<file path="src/sv/tsvs_pkg.sv">
// Shared types and constants of the tab-separated cell splitter.
package tsvs_pkg;

    localparam int DEF_MAX_COLUMNS = 64;
    localparam int DEF_OFFSET_BITS = 24;
    localparam int QUEUE_DEPTH     = 4;

    localparam int OUT_W = 24;
    localparam int ROW_W = 16;
    localparam int COL_W = 6;
    localparam int WID_W = 7;

    localparam logic [7:0] CH_TAB = 8'h09;
    localparam logic [7:0] CH_CR  = 8'h0d;
    localparam logic [7:0] CH_LF  = 8'h0a;

    // One queued run: the cell closed by a byte plus the padding cells after it
    typedef struct packed {
        logic [OUT_W-1:0] head_off;
        logic [OUT_W-1:0] head_len;
        logic [OUT_W-1:0] pad_off;
        logic [ROW_W-1:0] row;
        logic [COL_W-1:0] head_col;
        logic [COL_W-1:0] pad_col;
        logic [WID_W-1:0] pad_cnt;
        logic             head_rdone;
        logic             ovf;
        logic             eod;
    } t_cmd;

    typedef struct packed {
        logic [OUT_W-1:0] cell_offset;
        logic [OUT_W-1:0] cell_length;
        logic [ROW_W-1:0] row_index;
        logic [COL_W-1:0] column_index;
        logic             row_done;
        logic             file_done;
        logic             overflow;
        logic             run_last;
    } t_result;

endpackage

</file>
<file path="src/sv/tsvs_if.sv">
// Stream interfaces of the splitter: byte input and cell record output.
interface tsvs_in_if;
    logic       valid;
    logic       ready;
    logic [7:0] data_byte;
    logic       end_of_data;

    modport source (output valid, data_byte, end_of_data, input ready);
    modport sink   (input valid, data_byte, end_of_data, output ready);
endinterface

interface tsvs_out_if;
    import tsvs_pkg::*;
    logic             valid;
    logic             ready;
    logic [OUT_W-1:0] cell_offset;
    logic [OUT_W-1:0] cell_length;
    logic [ROW_W-1:0] row_index;
    logic [COL_W-1:0] column_index;
    logic             row_done;
    logic             file_done;
    logic             overflow;
    logic             run_last;

    modport source (output valid, cell_offset, cell_length, row_index, column_index,
                    row_done, file_done, overflow, run_last, input ready);
    modport sink   (input valid, cell_offset, cell_length, row_index, column_index,
                    row_done, file_done, overflow, run_last, output ready);
endinterface

</file>
<file path="src/sv/tsv_cell_offset_splitter.sv">
// Tab-separated cell splitter: byte stream in, one record per cell out.
//
// i_in takes one file byte per word, with end_of_data on the final byte.
// o_out gives one word per cell: offset, length, row, column and flags;
// run_last marks the last cell caused by one byte, file_done the last
// cell of the file. A valid/ready word moves when both are high.
// The front end takes one byte per cycle while the run queue has room;
// a byte that closes a cell queues one run (the closed cell plus any
// padding cells of a short row) in a 4-entry queue. The back end emits
// one cell per cycle from that queue while o_out is not stalled. Bytes
// that close no cell produce nothing. The first cell of a byte passes
// through the run queue and the output register to o_out. Input ready
// drops only while the run queue is full, e.g. during long padding
// bursts or while the receiver stalls o_out.
// Reset (synchronous, active low) clears the parse state to the start
// of a file and empties the queue and the output register; end_of_data
// also returns the parse state to the start of a file.
module tsv_cell_offset_splitter #(
    parameter int MAX_COLUMNS = tsvs_pkg::DEF_MAX_COLUMNS,
    parameter int OFFSET_BITS = tsvs_pkg::DEF_OFFSET_BITS
) (
    input  logic       i_clk,
    input  logic       i_rst_n,
    tsvs_in_if.sink    i_in,
    tsvs_out_if.source o_out
);
    import tsvs_pkg::*;

    logic push, pop, full, empty;
    t_cmd wr_cmd, rd_cmd;

    tsvs_front #(
        .MAX_COLUMNS (MAX_COLUMNS),
        .OFFSET_BITS (OFFSET_BITS)
    ) u_front (
        .i_clk   (i_clk),
        .i_rst_n (i_rst_n),
        .i_in    (i_in),
        .i_full  (full),
        .o_push  (push),
        .o_cmd   (wr_cmd)
    );

    tsvs_fifo u_fifo (
        .i_clk   (i_clk),
        .i_rst_n (i_rst_n),
        .i_push  (push),
        .i_cmd   (wr_cmd),
        .o_full  (full),
        .i_pop   (pop),
        .o_cmd   (rd_cmd),
        .o_empty (empty)
    );

    tsvs_back u_back (
        .i_clk   (i_clk),
        .i_rst_n (i_rst_n),
        .i_cmd   (rd_cmd),
        .i_empty (empty),
        .o_pop   (pop),
        .o_out   (o_out)
    );

endmodule

</file>
<file path="src/sv/tsvs_front.sv">
// Front end: parses bytes, tracks row/column/offset state, queues cell runs.
module tsvs_front #(
    parameter int MAX_COLUMNS = tsvs_pkg::DEF_MAX_COLUMNS,
    parameter int OFFSET_BITS = tsvs_pkg::DEF_OFFSET_BITS
) (
    input  logic           i_clk,
    input  logic           i_rst_n,
    tsvs_in_if.sink        i_in,
    input  logic           i_full,
    output logic           o_push,
    output tsvs_pkg::t_cmd o_cmd
);
    import tsvs_pkg::*;

    localparam logic [WID_W-1:0] MaxCols = WID_W'(MAX_COLUMNS);

    logic [OFFSET_BITS-1:0] r_byte_offset, n_byte_offset;
    logic [OFFSET_BITS-1:0] r_cell_start, n_cell_start;
    logic [COL_W-1:0]       r_col, n_col;
    logic [WID_W-1:0]       r_width, n_width;
    logic                   r_known, n_known;
    logic [ROW_W-1:0]       r_row, n_row;
    logic                   r_cr, n_cr;
    logic                   r_ovf, n_ovf;

    logic                   accept;
    logic                   sat;
    logic [OFFSET_BITS-1:0] nxt;
    logic [OFFSET_BITS-1:0] cs;
    logic [WID_W-1:0]       col1;
    logic [WID_W-1:0]       w2;
    logic                   clamp;
    logic                   known2;
    logic                   full;
    logic [ROW_W-1:0]       row_next;
    logic [7:0]             b;

    assign i_in.ready = !i_full;
    assign accept     = i_in.valid && !i_full;
    assign b          = i_in.data_byte;

    always_comb begin
        n_byte_offset = r_byte_offset;
        n_cell_start  = r_cell_start;
        n_col         = r_col;
        n_width       = r_width;
        n_known       = r_known;
        n_row         = r_row;
        n_cr          = r_cr;
        n_ovf         = r_ovf;
        o_push        = 1'b0;

        sat      = &r_byte_offset;
        nxt      = sat ? r_byte_offset : r_byte_offset + 1'b1;
        cs       = (r_cell_start > r_byte_offset) ? r_byte_offset : r_cell_start;
        col1     = {1'b0, r_col} + 1'b1;
        row_next = (r_row != '1) ? r_row + 1'b1 : r_row;
        clamp    = !r_known && (col1 >= MaxCols);
        known2   = r_known || clamp;
        w2       = clamp ? MaxCols : r_width;
        full     = known2 && (col1 >= w2);

        o_cmd.head_off   = OUT_W'(cs);
        o_cmd.head_len   = OUT_W'(r_byte_offset - cs);
        o_cmd.pad_off    = OUT_W'(nxt);
        o_cmd.row        = r_row;
        o_cmd.head_col   = r_col;
        o_cmd.pad_col    = col1[COL_W-1:0];
        o_cmd.pad_cnt    = '0;
        o_cmd.head_rdone = 1'b0;
        o_cmd.eod        = i_in.end_of_data;
        o_cmd.ovf        = 1'b0;

        if (accept) begin
            n_byte_offset = nxt;
            n_ovf         = r_ovf || sat;
            n_cell_start  = cs;
            n_cr          = 1'b0;
            if (r_cr && b == CH_LF) begin
                // second half of CR LF: row already closed
                n_cell_start = nxt;
            end else if (b == CH_TAB) begin
                o_push           = 1'b1;
                n_known          = known2;
                n_width          = w2;
                n_ovf            = r_ovf || sat || clamp;
                o_cmd.head_rdone = full;
                n_cell_start     = nxt;
                if (full) begin
                    n_row = row_next;
                    n_col = '0;
                end else begin
                    n_col = col1[COL_W-1:0];
                    if (i_in.end_of_data) begin
                        // empty cell after the tab, then padding
                        o_cmd.pad_cnt = known2 ? w2 - col1 : WID_W'(1);
                    end
                end
            end else if (b == CH_CR || b == CH_LF || i_in.end_of_data) begin
                o_push = 1'b1;
                if (b != CH_CR && b != CH_LF) begin
                    o_cmd.head_len = OUT_W'(nxt - cs);
                end
                if (!r_known) begin
                    n_width          = col1;
                    n_known          = 1'b1;
                    o_cmd.head_rdone = 1'b1;
                end else begin
                    o_cmd.pad_cnt    = r_width - col1;
                    o_cmd.head_rdone = (col1 >= r_width);
                end
                n_row        = row_next;
                n_col        = '0;
                n_cell_start = nxt;
                n_cr         = (b == CH_CR);
            end
            o_cmd.ovf = n_ovf;

            if (i_in.end_of_data) begin
                n_byte_offset = '0;
                n_cell_start  = '0;
                n_col         = '0;
                n_width       = WID_W'(1);
                n_known       = 1'b0;
                n_row         = '0;
                n_cr          = 1'b0;
                n_ovf         = 1'b0;
            end
        end
    end

    always_ff @(posedge i_clk) begin
        if (!i_rst_n) begin
            r_byte_offset <= '0;
            r_cell_start  <= '0;
            r_col         <= '0;
            r_width       <= WID_W'(1);
            r_known       <= 1'b0;
            r_row         <= '0;
            r_cr          <= 1'b0;
            r_ovf         <= 1'b0;
        end else begin
            r_byte_offset <= n_byte_offset;
            r_cell_start  <= n_cell_start;
            r_col         <= n_col;
            r_width       <= n_width;
            r_known       <= n_known;
            r_row         <= n_row;
            r_cr          <= n_cr;
            r_ovf         <= n_ovf;
        end
    end

endmodule

</file>
<file path="src/sv/tsvs_fifo.sv">
// Short run queue between front end and cell emitter.
module tsvs_fifo (
    input  logic           i_clk,
    input  logic           i_rst_n,
    input  logic           i_push,
    input  tsvs_pkg::t_cmd i_cmd,
    output logic           o_full,
    input  logic           i_pop,
    output tsvs_pkg::t_cmd o_cmd,
    output logic           o_empty
);
    import tsvs_pkg::*;

    localparam int PtrW = $clog2(QUEUE_DEPTH);
    localparam int CntW = $clog2(QUEUE_DEPTH + 1);

    t_cmd            r_mem [QUEUE_DEPTH];
    logic [PtrW-1:0] r_wr_ptr, r_rd_ptr;
    logic [CntW-1:0] r_count;

    assign o_full  = (r_count == CntW'(QUEUE_DEPTH));
    assign o_empty = (r_count == '0);
    assign o_cmd   = r_mem[r_rd_ptr];

    always_ff @(posedge i_clk) begin
        if (i_push) begin
            r_mem[r_wr_ptr] <= i_cmd;
        end
    end

    always_ff @(posedge i_clk) begin
        if (!i_rst_n) begin
            r_wr_ptr <= '0;
            r_rd_ptr <= '0;
            r_count  <= '0;
        end else begin
            if (i_push) begin
                r_wr_ptr <= (r_wr_ptr == PtrW'(QUEUE_DEPTH - 1)) ? '0 : r_wr_ptr + 1'b1;
            end
            if (i_pop) begin
                r_rd_ptr <= (r_rd_ptr == PtrW'(QUEUE_DEPTH - 1)) ? '0 : r_rd_ptr + 1'b1;
            end
            if (i_push && !i_pop) begin
                r_count <= r_count + 1'b1;
            end else if (!i_push && i_pop) begin
                r_count <= r_count - 1'b1;
            end
        end
    end

endmodule

</file>
<file path="src/sv/tsvs_back.sv">
// Back end: expands runs into cells, one per cycle unless stalled.
module tsvs_back (
    input  logic           i_clk,
    input  logic           i_rst_n,
    input  tsvs_pkg::t_cmd i_cmd,
    input  logic           i_empty,
    output logic           o_pop,
    tsvs_out_if.source     o_out
);
    import tsvs_pkg::*;

    t_cmd             r_cmd, n_cmd;
    t_result          r_res, n_res;
    logic             r_valid, n_valid;
    logic             r_busy, n_busy;
    logic [WID_W-1:0] r_left, n_left;
    logic [COL_W-1:0] r_pcol, n_pcol;
    logic             can_load;
    logic             last;

    assign can_load = !r_valid || o_out.ready;

    always_comb begin
        n_cmd   = r_cmd;
        n_res   = r_res;
        n_valid = r_valid;
        n_busy  = r_busy;
        n_left  = r_left;
        n_pcol  = r_pcol;
        o_pop   = 1'b0;
        last    = 1'b0;
        if (can_load) begin
            if (r_busy) begin
                // padding cell
                last               = (r_left == WID_W'(1));
                n_res.cell_offset  = r_cmd.pad_off;
                n_res.cell_length  = '0;
                n_res.row_index    = r_cmd.row;
                n_res.column_index = r_pcol;
                n_res.row_done     = last;
                n_res.file_done    = r_cmd.eod && last;
                n_res.overflow     = r_cmd.ovf;
                n_res.run_last     = last;
                n_left             = r_left - 1'b1;
                n_pcol             = r_pcol + 1'b1;
                n_busy             = !last;
                n_valid            = 1'b1;
            end else if (!i_empty) begin
                o_pop              = 1'b1;
                last               = (i_cmd.pad_cnt == '0);
                n_cmd              = i_cmd;
                n_res.cell_offset  = i_cmd.head_off;
                n_res.cell_length  = i_cmd.head_len;
                n_res.row_index    = i_cmd.row;
                n_res.column_index = i_cmd.head_col;
                n_res.row_done     = i_cmd.head_rdone;
                n_res.file_done    = i_cmd.eod && last;
                n_res.overflow     = i_cmd.ovf;
                n_res.run_last     = last;
                n_left             = i_cmd.pad_cnt;
                n_pcol             = i_cmd.pad_col;
                n_busy             = !last;
                n_valid            = 1'b1;
            end else begin
                n_valid = 1'b0;
            end
        end
    end

    always_ff @(posedge i_clk) begin
        r_cmd  <= n_cmd;
        r_res  <= n_res;
        r_left <= n_left;
        r_pcol <= n_pcol;
    end

    always_ff @(posedge i_clk) begin
        if (!i_rst_n) begin
            r_valid <= 1'b0;
            r_busy  <= 1'b0;
        end else begin
            r_valid <= n_valid;
            r_busy  <= n_busy;
        end
    end

    assign o_out.valid        = r_valid;
    assign o_out.cell_offset  = r_res.cell_offset;
    assign o_out.cell_length  = r_res.cell_length;
    assign o_out.row_index    = r_res.row_index;
    assign o_out.column_index = r_res.column_index;
    assign o_out.row_done     = r_res.row_done;
    assign o_out.file_done    = r_res.file_done;
    assign o_out.overflow     = r_res.overflow;
    assign o_out.run_last     = r_res.run_last;

endmodule

</file>
<file path="src/flat_wrapper.sv">
// flat-port wrapper written by rule: the top's interface ports become plain ports
module tsv_cell_offset_splitter_flat import tsvs_pkg::*;
#(
    parameter int MAX_COLUMNS = tsvs_pkg::DEF_MAX_COLUMNS,
    parameter int OFFSET_BITS = tsvs_pkg::DEF_OFFSET_BITS
)
  (i_clk, i_rst_n, i_in_valid, i_in_data_byte, i_in_end_of_data, i_in_ready, o_out_valid, o_out_cell_offset, o_out_cell_length, o_out_row_index, o_out_column_index, o_out_row_done, o_out_file_done, o_out_overflow, o_out_run_last, o_out_ready);
  tsvs_in_if i_in_i ();
  tsvs_out_if o_out_i ();
  input  logic i_clk;
  input  logic i_rst_n;
  input wire logic [$bits(i_in_i.valid)-1:0] i_in_valid;
  input wire logic [$bits(i_in_i.data_byte)-1:0] i_in_data_byte;
  input wire logic [$bits(i_in_i.end_of_data)-1:0] i_in_end_of_data;
  output wire logic [$bits(i_in_i.ready)-1:0] i_in_ready;
  output wire logic [$bits(o_out_i.valid)-1:0] o_out_valid;
  output wire logic [$bits(o_out_i.cell_offset)-1:0] o_out_cell_offset;
  output wire logic [$bits(o_out_i.cell_length)-1:0] o_out_cell_length;
  output wire logic [$bits(o_out_i.row_index)-1:0] o_out_row_index;
  output wire logic [$bits(o_out_i.column_index)-1:0] o_out_column_index;
  output wire logic [$bits(o_out_i.row_done)-1:0] o_out_row_done;
  output wire logic [$bits(o_out_i.file_done)-1:0] o_out_file_done;
  output wire logic [$bits(o_out_i.overflow)-1:0] o_out_overflow;
  output wire logic [$bits(o_out_i.run_last)-1:0] o_out_run_last;
  input wire logic [$bits(o_out_i.ready)-1:0] o_out_ready;
  assign i_in_i.valid = i_in_valid;
  assign i_in_i.data_byte = i_in_data_byte;
  assign i_in_i.end_of_data = i_in_end_of_data;
  assign i_in_ready = i_in_i.ready;
  assign o_out_valid = o_out_i.valid;
  assign o_out_cell_offset = o_out_i.cell_offset;
  assign o_out_cell_length = o_out_i.cell_length;
  assign o_out_row_index = o_out_i.row_index;
  assign o_out_column_index = o_out_i.column_index;
  assign o_out_row_done = o_out_i.row_done;
  assign o_out_file_done = o_out_i.file_done;
  assign o_out_overflow = o_out_i.overflow;
  assign o_out_run_last = o_out_i.run_last;
  assign o_out_i.ready = o_out_ready;
  tsv_cell_offset_splitter #(.MAX_COLUMNS(MAX_COLUMNS), .OFFSET_BITS(OFFSET_BITS)) u_core (.i_clk(i_clk), .i_rst_n(i_rst_n), .i_in(i_in_i), .o_out(o_out_i));
endmodule
</file>
<file path="config.mk">
export PLATFORM = sky130hd
export DESIGN_NAME = tsv_cell_offset_splitter_flat
export DESIGN_NICKNAME = d
export VERILOG_FILES = /design/src/sv/tsvs_pkg.sv /design/src/sv/tsvs_if.sv /design/src/sv/tsv_cell_offset_splitter.sv /design/src/sv/tsvs_front.sv /design/src/sv/tsvs_fifo.sv /design/src/sv/tsvs_back.sv /design/src/flat_wrapper.sv
export SDC_FILE = /design/constraint.sdc
export NUM_CORES = 1
export LEC_CHECK = 0
export ABC_AREA = 1
export BUFFER_PORTS_ARGS = -buffer_cell sky130_fd_sc_hd__buf_2
export CORE_ASPECT_RATIO = 0.8
export CORE_MARGIN = 2
export CORE_UTILIZATION = 37
export CTS_CLUSTER_DIAMETER = 100
export DETAILED_ROUTE_END_ITERATION = 10
export HOLD_SLACK_MARGIN = 0.03
export SYNTH_ARGS = -nofsm -noshare
export SYNTH_HDL_FRONTEND = slang
export SYNTH_HIERARCHICAL = 1
export SYNTH_SLANG_ARGS = --single-unit
</file>
<file path="constraint.sdc">
create_clock -name i_clk -period 4.85 [get_ports i_clk]
set_clock_uncertainty 0.15 [all_clocks]
set_input_delay 0 -clock i_clk [delete_from_list [all_inputs] [get_ports i_clk]]
set_output_delay 0 -clock i_clk [all_outputs]
set_load 0.02 [all_outputs]
</file>
After elaboration in Yosys (flattened, before gate mapping)
Memories as Yosys holds them, arrays and structs flattened. A register that Yosys moved wholly into a read port is not among the register bits.
Index checks and enable logic that the tools add are counted.
{ "classes": {"shifts": 0, "n_mux": 73, "n_reduce_logical": 32, "div_mod_pow": 0, "magnitude_cmp": 4, "eq_ne": 14, "n_bitwise": 2, "addsub": 13, "multipliers": 0} }
{ "op_table": {"columns": ["op", "n"], "rows": [
  ["$mux 24", 12],
  ["$mux 74", 2],
  ["$mux 16", 6],
  ["$mux 7", 12],
  ["$sub 24x24->24", 2],
  ["$mux 6", 7],
  ["$add 24x1->24 const B", 1],
  ["$eq 8x4->1 const B", 3],
  ["$gt 24x24->1", 1],
  ["$mux 1", 24],
  ["$mux 8", 3],
  ["$reduce_and 24->1", 1],
  ["$add 16x1->16 const B", 1],
  ["$ne 16x16->1 const B", 1],
  ["$ne 8x4->1 const B", 2],
  ["$ge 7x7->1", 2],
  ["$sub 7x7->7", 2],
  ["$logic_and 1x1->1", 9],
  ["$mux 9", 1],
  ["$mux 2", 4],
  ["$reduce_and 4->1", 2],
  ["$add 6x1->7 const B", 1],
  ["$eq 7x1->1 const B", 1],
  ["$ge 7x7->1 const B", 1],
  ["21 further kinds", 37]
]} }
{ "word_totals": {"latchBits": 0, "output_inout_bits": 76, "inputBits": 13, "word_cells": 166, "ramBits": 440, "mem_bits_ro": 0, "regBits": 218, "mem_count": 1} }
{ "memory_table": {"columns": ["memory", "depth", "width", "read_ports", "rd_clocked_by_memory_dff", "wr", "line", "source"], "rows": [
  ["u_core.u_fifo.r_mem", 4, 110, 1, 1, 1, "tsvs_fifo.sv:17", "t_cmd r_mem [QUEUE_DEPTH];"]
]} }

Longest topological paths before layout
Gate-level depths: netlist of the first run.
{ "depth": {"depth_word": 11, "ltp_mapped": 33, "depth_no_buf": 31} }

Hierarchy
Netlist of the first run, hierarchy kept.
{ "modules_own_cells": {"columns": ["module", "cells_per_inst", "n_inst", "area_each_um2"], "rows": [
  ["tsvs_fifo", 1123, 1, 17117.7],
  ["tsvs_front", 1634, 1, 9580.4],
  ["tsvs_back", 431, 1, 5193.7]
]} }

Worst setup path before layout of the first run
OpenSTA, ideal clock, no wires.
{ "synth_path": {"kind": "in2reg", "start": "input i_in_data_byte[5]", "end": "memory u_core/u_fifo/r_mem[0][0] (netlist name) (enable)", "arrival_ps": 3520, "setup_ps": 463, "path_stages": 10, "setup_slack_ps": 717, "required_ps": 4237, "cell_sequence": "nor4_2 nand3_1 nor3_2 nor2_1 nand2_2 nor2_1 clkbuf_1 nor2_1 nand2_1 inv_1"} }
{ "synth_between": {"elab_chain_len": 9} }
{ "synth_rtl": {"columns": ["element", "line", "source"], "rows": [
  ["start: declaration", "flat_wrapper.sv:13", "input wire logic [$bits(i_in_i.data_byte)-1:0] i_in_data_byte;"],
  ["$eq 8x4->1, on equally long branches", "tsvs_front.sv:99, tsvs_front.sv:79", null],
  ["$logic_or 1x1->1 (2 in a row)", "tsvs_front.sv:99", "end else if (b == CH_CR || b == CH_LF || i_in.end_of_data) begin"],
  ["$mux 1", "tsvs_front.sv:99", null],
  ["$mux 1", "tsvs_front.sv:82", "end else if (b == CH_TAB) begin"],
  ["$mux 1 *", "tsvs_front.sv:79", "if (r_cr && b == CH_LF) begin"],
  ["$mux 1 *", "tsvs_front.sv:74", "if (accept) begin"],
  ["named net u_core.push", "tsv_cell_offset_splitter.sv:29", "logic push, pop, full, empty;"],
  ["$mux 1 *", "tsvs_fifo.sv:26", "if (i_push) begin"],
  ["$mux 1 (implied by the code) *", "tsvs_fifo.sv:27", "r_mem[r_wr_ptr] <= i_cmd;"],
  ["end: declaration", "tsvs_fifo.sv:17", null]
]} }
Mark *: on every way through the listed nets, which the timed path passes. The rest lies on a longest branch.

==> results of run 1 <==
## Yosys cell counts, drive strengths merged (45+ instances only)
| library cell | instances | area [um^2] |
|---|---|---|
| inv | 269 | 1020 |
| nand2 | 644 | 2560 |
| nor2 | 431 | 1880 |
| dfxtp | 91 | 1820 |
| clkbuf | 45 | 169 |
| nand3 | 153 | 846 |
| o22ai | 112 | 826 |
| o21ai | 338 | 1730 |
| buf | 89 | 706 |
| edfxtp | 569 | 17100 |
| a21oi | 168 | 852 |
| ha | 69 | 863 |
## worst reg2reg max path: cells and delay by family (launching register included)
kind	cells	cell delay [ns]
xor+xnor	1	0.20
flops	1	0.37
compound gates	1	0.12
simple gates	15	2.55
fa+ha+maj	2	0.58
buf+inv	4	0.42
## area by class of cell
class	instances	area, um^2
clock buffers	89	2010
clock inverters	44	369
fillers	8247	49500
inverters	274	1060
multi-input cells	2120	11200
flip-flops and latches	660	18900
well taps	1127	1410
repair buffers	156	1120
## per-layer routing
metal | global-route usage [%] | wire (um) | vias up
met5 | 0 | 0 | -
met4 | 4.41 | 1700 | 0
met3 | 3.65 | 5370 | 103
met2 | 29.8 | 37700 | 681
met1 | 26.6 | 39200 | 11200
li1 | - | - | 11300
## flip-flops by register name (all words and copies together), names as in the netlist, 2 cells and up, named ones only
| name | cells |
|---|---|
| u_core/u_fifo/r_rd_ptr | 2 |
| u_core/u_front/r_col | 6 |
| u_core/u_back/r_pcol | 6 |
| u_core/u_fifo/r_count | 3 |
| u_core/u_fifo/r_mem | 440 |
| u_core/u_front/r_width | 7 |
| u_core/u_back/o_out.column_index | 6 |
| u_core/u_back/r_cmd | 42 |
| u_core/u_fifo/r_wr_ptr | 2 |
| u_core/u_back/o_out.row_index | 16 |
| u_core/u_front/r_row | 16 |
| u_core/u_front/r_cell_start | 24 |
| u_core/u_back/o_out.cell_length | 24 |
| u_core/u_front/r_byte_offset | 24 |
| u_core/u_back/r_left | 7 |
| u_core/u_back/o_out.cell_offset | 24 |
## kinds of logic (layout without fill, tap and decap cells)
group           after synthesis  after routing  synth area share, %
compound gates              675            675                 12.1
xor+xnor                     43             43                 1.18
fa+ha+maj                    72             72                 2.90
buf+inv                     408            563                 5.99
flops                       660            660                 59.3
mux                           2              2               0.0628
simple gates               1328           1328                 18.5
## worst max path at each step
stage	startpoint	to	slack (ns)	cells after the start
after floorplan	i_in_data_byte[5]	u_core/u_fifo/r_mem[0][0]$_DFFE_PP_	0.72	10
after CTS	u_core/u_front/r_byte_offset[1]$_SDFFE_PN0P_	u_core/u_fifo/r_mem[3][85]$_DFFE_PP_	0.02	24
after detailed placement	u_core/u_front/r_byte_offset[1]$_SDFFE_PN0P_	u_core/u_fifo/r_mem[2][85]$_DFFE_PP_	-0.11	24
after global routing	u_core/u_front/r_byte_offset[0]$_SDFFE_PN0P_	u_core/u_fifo/r_mem[1][85]$_DFFE_PP_	0.02	23
final	u_core/u_front/r_byte_offset[0]$_SDFFE_PN0P_	u_core/u_fifo/r_mem[3][85]$_DFFE_PP_	0.18	23
after global placement	u_core/u_front/r_byte_offset[1]$_SDFFE_PN0P_	u_core/u_fifo/r_mem[2][85]$_DFFE_PP_	-0.13	24
## power by group
part	leakage [uW]	internal, uW	switching, uW
Combinational	0.00675	2210	5500
Clock	0.00117	3140	2320
Sequential	0.00621	7740	456
## timing repair
action / in CTS / in global routing
resized for setup: 2 / 22
cloned: 0 / 0
endpoints found under the hold margin: 92 / 0
endpoints found under the setup margin: 8 / 40
hold buffers: 12 / 0
## metrics by stage
stage	util (%)	TNS [ns]	hold WS (ns)	setup WS, ns
4_1_cts	42.1	0	0.0456	0.0189
3_5_place_dp	39.1	-0.458	0.247	-0.107
6_report	42.2	0	0.110	0.179
3_3_place_gp	39.1	-0.518	0.228	-0.130
5_1_grt	42.2	0	0.162	0.0151
2_1_floorplan	-	0	-0.0514	0.717
==> impl_metrics.yaml, run 1 <==
sta:
  fmax_mhz: 214
  worst_pin_slew_ns: 1.13
  final-hold-violation-count: 0
  relSlewSlack_pct: 24.6
  rsz0062_at_grt: "false"
  setup_viol: 0
  period_needed_ns: 4.67
  min_period_over_period_pct: 96.3
  drv_slew: 0
worst_setup_path:
  path_max_fanout: 7
  crit_family: "simple AND/OR/NAND/NOR gates"
  rrSetupSlack_ns: 0.18
  cp-end-kind: "flip-flop"
  path_cells: "ha_1 > nand2_2 > nor2_4 > inv_2 > nor2_4 > nand3_1 > nor3_4 > nand2_2 > nand3_1 > nor4_1 > nand4_1 > xor2_1 > buf_4 > ha_1 > inv_1 > nor3_2 > nand2_1 > nor3_1 > nand2_1 > nand4_1 > nand3_1 > o21ai_1 > inv_1"
  slowest_delay_ns: 0.57
  crit_path_frequent_cell: "nand3_1"
  worstPathRequired_ns: 5.07
  worstPathArrival_ns: 4.89
  setup.worst_path.class: "reg -> reg"
  r2r_start: "u_core/u_front/r_byte_offset[0]$_SDFFE_PN0P_"
  cp_slowest_cell: "nor4_1"
  reg2reg_to: "u_core/u_fifo/r_mem[3][85]$_DFFE_PP_"
  cp_num_buf_inv: 4
  rr_worst_depth: 23
  startpoint_type: "flip-flop"
global_route:
  grt_pass1_wl_um: 130000
  gr-total-overflow: 0
  grt_max_degree: 164
  grt_antenna_before_repair: 0
  grt_pass1_vias: 21900
  grt_usage_pct: 18.8
place:
  dp_cells: 4325
  gp_congestion: 0.979
  post_dp_cell_area_um2: 33500
  io_buffer_count: 88
  hpwl_um: 55700
finish:
  antenna_cells: 0
  fin_area_um2: 36100
  nets: 3370
  layout_common_cells: "nand2_1 (606), edfxtp_1 (569), nor2_1 (385)"
  final_common_cell: "nand2_1"
  final_cells: 4470
  area_growth_pct: 13.1
  drive_gt1_share_pct: 14.0
route:
  drt_iter0_markers: 1920
  drc: 0
  via_per_inst: 5.20
  drt-total-wl_um: 84000
  postRouteAntennaNets: 0
  first_pass_iters: 6
  routedWlPerCell_um: 18.8
  vias: 23200
power:
  ir_worst_vdd_mv: 0.405
  p_total_uw: 21400
  power_density_nw_per_um2: 592
  p_leak_uw: 0.0141
die:
  core_um2: 85500
  fp.dieArea_um2: 88600
  die_w_um: 332
  io_pins: 89
  dieHeight_um: 267
  initial_utilization_pct: 37.3
  core.rowCount: 96
synthesis:
  synthArstFlopShare_pct: 0
  ys_warn_count: 6
  ys_seq_area_share_pct: 59.3
  yosys_most_used_dff: "edfxtp_1"
  synthCells: 3188
  avgSynthCellArea_um2: 10.0
  synth_edf_count: 569
  syn-num-nets: 3273
  synth.distinct_cells: 61
  ys_ff_latch: 660
  syn_area_um2: 31900
clocking:
  clkTransAtPathRegs_ns: 0.07
  clkSinkCount: 660
  cts_tree: "yes"
  clock_latency_ns: 0.64
  cts_root_buf: "clkbuf_16"
  htreeDepth: 3
  clock_path_buffers: 3
  cts_setup_buffers: 0
  cts_buffers: 73
hold_path:
  min_to: "u_core/u_front/r_col[3]$_SDFFE_PN0P_"
  hold_depth: 8
  hold_class: "in -> reg"
  min-delay-start: "i_in_data_byte[1]"
run_status:
  status: "completed"
run:
  drv_cap: 0
(Power assumes the default switching activity.)
==> inputs of run 2 (changes only) <==
BUFFER_PORTS_ARGS = not set   (was -buffer_cell sky130_fd_sc_hd__buf_2)
DONT_BUFFER_PORTS = 1   (was not set)
==> run 2 against run 1 <==
Die area unchanged. Maximum frequency is 2.0% higher. Worst hold slack better by 0.079 ns. Total power is 0.63% lower. Non-clock buffer count fell by 85. Utilization decreased by 0.50 points. Final area is 1.2% lower.
==> impl_metrics.yaml, run 2 (synthesized netlist as in run 1, its figures left out) <==
run_status:
  status: "completed"
place:
  io_buffer_count: 0
  gp_congestion: 0.966
  pre_cts_ws_ns: 0.293
  hpwl_um: 55700
power:
  switching_share_pct: 38.4
  p_leak_uw: 0.0138
  ir_worst_vdd_mv: 0.389
  power_density_nw_per_um2: 596
  p_int_uw: 13100
  p_total_uw: 21200
  pwr-share-comb_pct: 32.8
  p_clk_share_pct: 26.3
  p_seq_share_pct: 40.9
  p_switching_uw: 8160
sta:
  finalSetupTns_ns: 0
  period_needed_ns: 4.58
  min_period_over_period_pct: 94.4
  worst_pin_slew_ns: 1.14
  relSlewSlack_pct: 24.3
  final-hold-violation-count: 0
  setup_viol: 0
  fmax_mhz: 218
  timing.final.ws_setup_ns: 0.269
  fin_hold_ws_ns: 0.189
  rsz0062_at_grt: "false"
  drv_slew: 0
die:
  die_w_um: 332
  fp.dieArea_um2: 88600
  initial_utilization_pct: 37.3
  dieHeight_um: 267
  core_um2: 85500
  core.rowCount: 96
  io_pins: 89
global_route:
  gr-total-overflow: 0
  grt_max_degree: 161
  grt_pass1_vias: 21500
  grt_usage_pct: 18.9
  grt_antenna_before_repair: 1
  grt_pass1_wl_um: 131000
worst_setup_path:
  worstPathArrival_ns: 4.80
  cp_slowest_cell: "dlygate4sd3_1"
  rrSetupSlack_ns: 0.46
  reg2reg_to: "u_core/u_fifo/r_mem[1][84]$_DFFE_PP_"
  r2r_start: "u_core/u_front/r_byte_offset[0]$_SDFFE_PN0P_"
  worstPathRequired_ns: 5.06
  setup.worst_path.class: "in -> reg"
  cp.depth: 15
  crit_path_frequent_cell: "dlygate4sd3_1"
  startpoint_type: "primary input"
  crit_family: "buffers and inverters"
  slowest_delay_ns: 0.76
  cp_num_buf_inv: 7
  cp-end-kind: "flip-flop"
  path_max_fanout: 19
  rr_worst_depth: 24
  path_cells: "dlygate4sd3_1 > nand2_1 > dlygate4sd3_1 > nor2_2 > dlygate4sd3_1 > buf_4 > nor2_1 > inv_1 > nor2_2 > inv_1 > nor2_1 > inv_2 > a21oi_1 > o21ai_0 > o21ai_0"
route:
  via_per_inst: 5.21
  first_pass_iters: 6
  vias: 22800
  postRouteAntennaNets: 0
  drc: 0
  drt-total-wl_um: 84300
  drt_iter0_markers: 2240
  routedWlPerCell_um: 19.2
finish:
  antenna_cells: 0
  largest_reg_flops: 440
  layout_common_cells: "nand2_1 (608), edfxtp_1 (569), nor2_1 (386)"
  multi_input_area_um2: 11100
  regArea_um2: 18900
  nets: 3283
  final_common_cell: "nand2_1"
  area_growth_pct: 11.7
  top_register: "u_core/u_fifo/r_mem"
  fill_cells: 8167
  drive_gt1_share_pct: 11.3
  largestRegisters: "u_core/u_fifo/r_mem x440, u_core/u_back/r_cmd x42"
hold_path:
  min_to: "u_core/u_front/r_cr$_SDFFE_PN0P_"
  min-delay-start: "i_in_data_byte[3]"
  hold_depth: 5
  hold_class: "in -> reg"
clocking:
  cts_setup_buffers: 0
  clkSinkCount: 660
  htreeDepth: 3
  clock_latency_ns: 0.62
  cts_buffers: 71
  cts_tree: "yes"
  clock_path_buffers: 3
  cts_root_buf: "clkbuf_16"
  clkTransAtPathRegs_ns: 0.06
run:
  drv_cap: 0
-- run 2: area by class of cell --
type	instances	area share (%)
well taps	1127	3.96
repair buffers	71	1.90
inverters	274	2.95
clock buffers	97	5.85
flip-flops and latches	660	53.1
multi-input cells	2120	31.3
clock inverters	33	0.952
-- run 2: per-layer routing --
layer / track usage, % / vias to the layer above / share of wire (%)
li1: - / 11100 / -
met1: 27.4 / 10900 / 47
met2: 29.6 / 707 / 45
met3: 3.48 / 101 / 6.0
met4: 4.03 / 0 / 1.7
met5: 0 / - / 0
-- run 2: worst max-delay path by stage --
stage	start	endpoint	slack [ns]
floorplan	i_in_data_byte[5]	u_core/u_fifo/r_mem[0][0]$_DFFE_PP_	0.72
CTS	i_in_data_byte[0]	u_core/u_fifo/r_mem[0][68]$_DFFE_PP_	0.23
global placement	u_core/u_front/r_byte_offset[1]$_SDFFE_PN0P_	u_core/u_fifo/r_mem[2][84]$_DFFE_PP_	0.27
finish	i_in_data_byte[0]	u_core/u_fifo/r_mem[0][68]$_DFFE_PP_	0.27
detailed placement	u_core/u_front/r_byte_offset[1]$_SDFFE_PN0P_	u_core/u_fifo/r_mem[2][85]$_DFFE_PP_	0.29
global route	u_core/u_front/r_byte_offset[7]$_SDFFE_PN0P_	u_core/u_fifo/r_mem[1][84]$_DFFE_PP_	0.009
-- run 2: worst min-delay path: cells and delay by family --
kind / cells / cell delay [ns]
and+or+nand+nor: 2 / 0.18
buffers and inverters: 2 / 0.67
AOI/OAI and AO/OA: 1 / 0.05
-- run 2: timing repair --
| item | CTS | global route |
|---|---|---|
| hold buffers | 13 | 0 |
| resized for setup | 0 | 14 |
| setup endpoints to repair | 0 | 37 |
| hold endpoints to repair | 169 | 0 |
-- run 2: metrics by stage --
step / cells / instance area, um^2 / util, %
after floorplan: 3188 / 31900 / -
after global placement: 4239 / 33000 / 38.6
after detailed placement: 4239 / 33000 / 38.6
after CTS: 4382 / 35600 / 41.6
after global routing: 4382 / 35600 / 41.7
final: 4382 / 35600 / 41.7
-- run 2: power by group through the flow --
| stage | combinational (uW) | clock (uW) | sequential (uW) |
|---|---|---|---|
| final | 6960 | 5580 | 8690 |
| after global routing | 7770 | 5950 | 8800 |
| after CTS | 6960 | 5720 | 8720 |
| after detailed placement | 6920 | 0 | 8830 |
| after global placement | 6880 | 0 | 8820 |
| after floorplan | 5160 | 0 | 8570 |
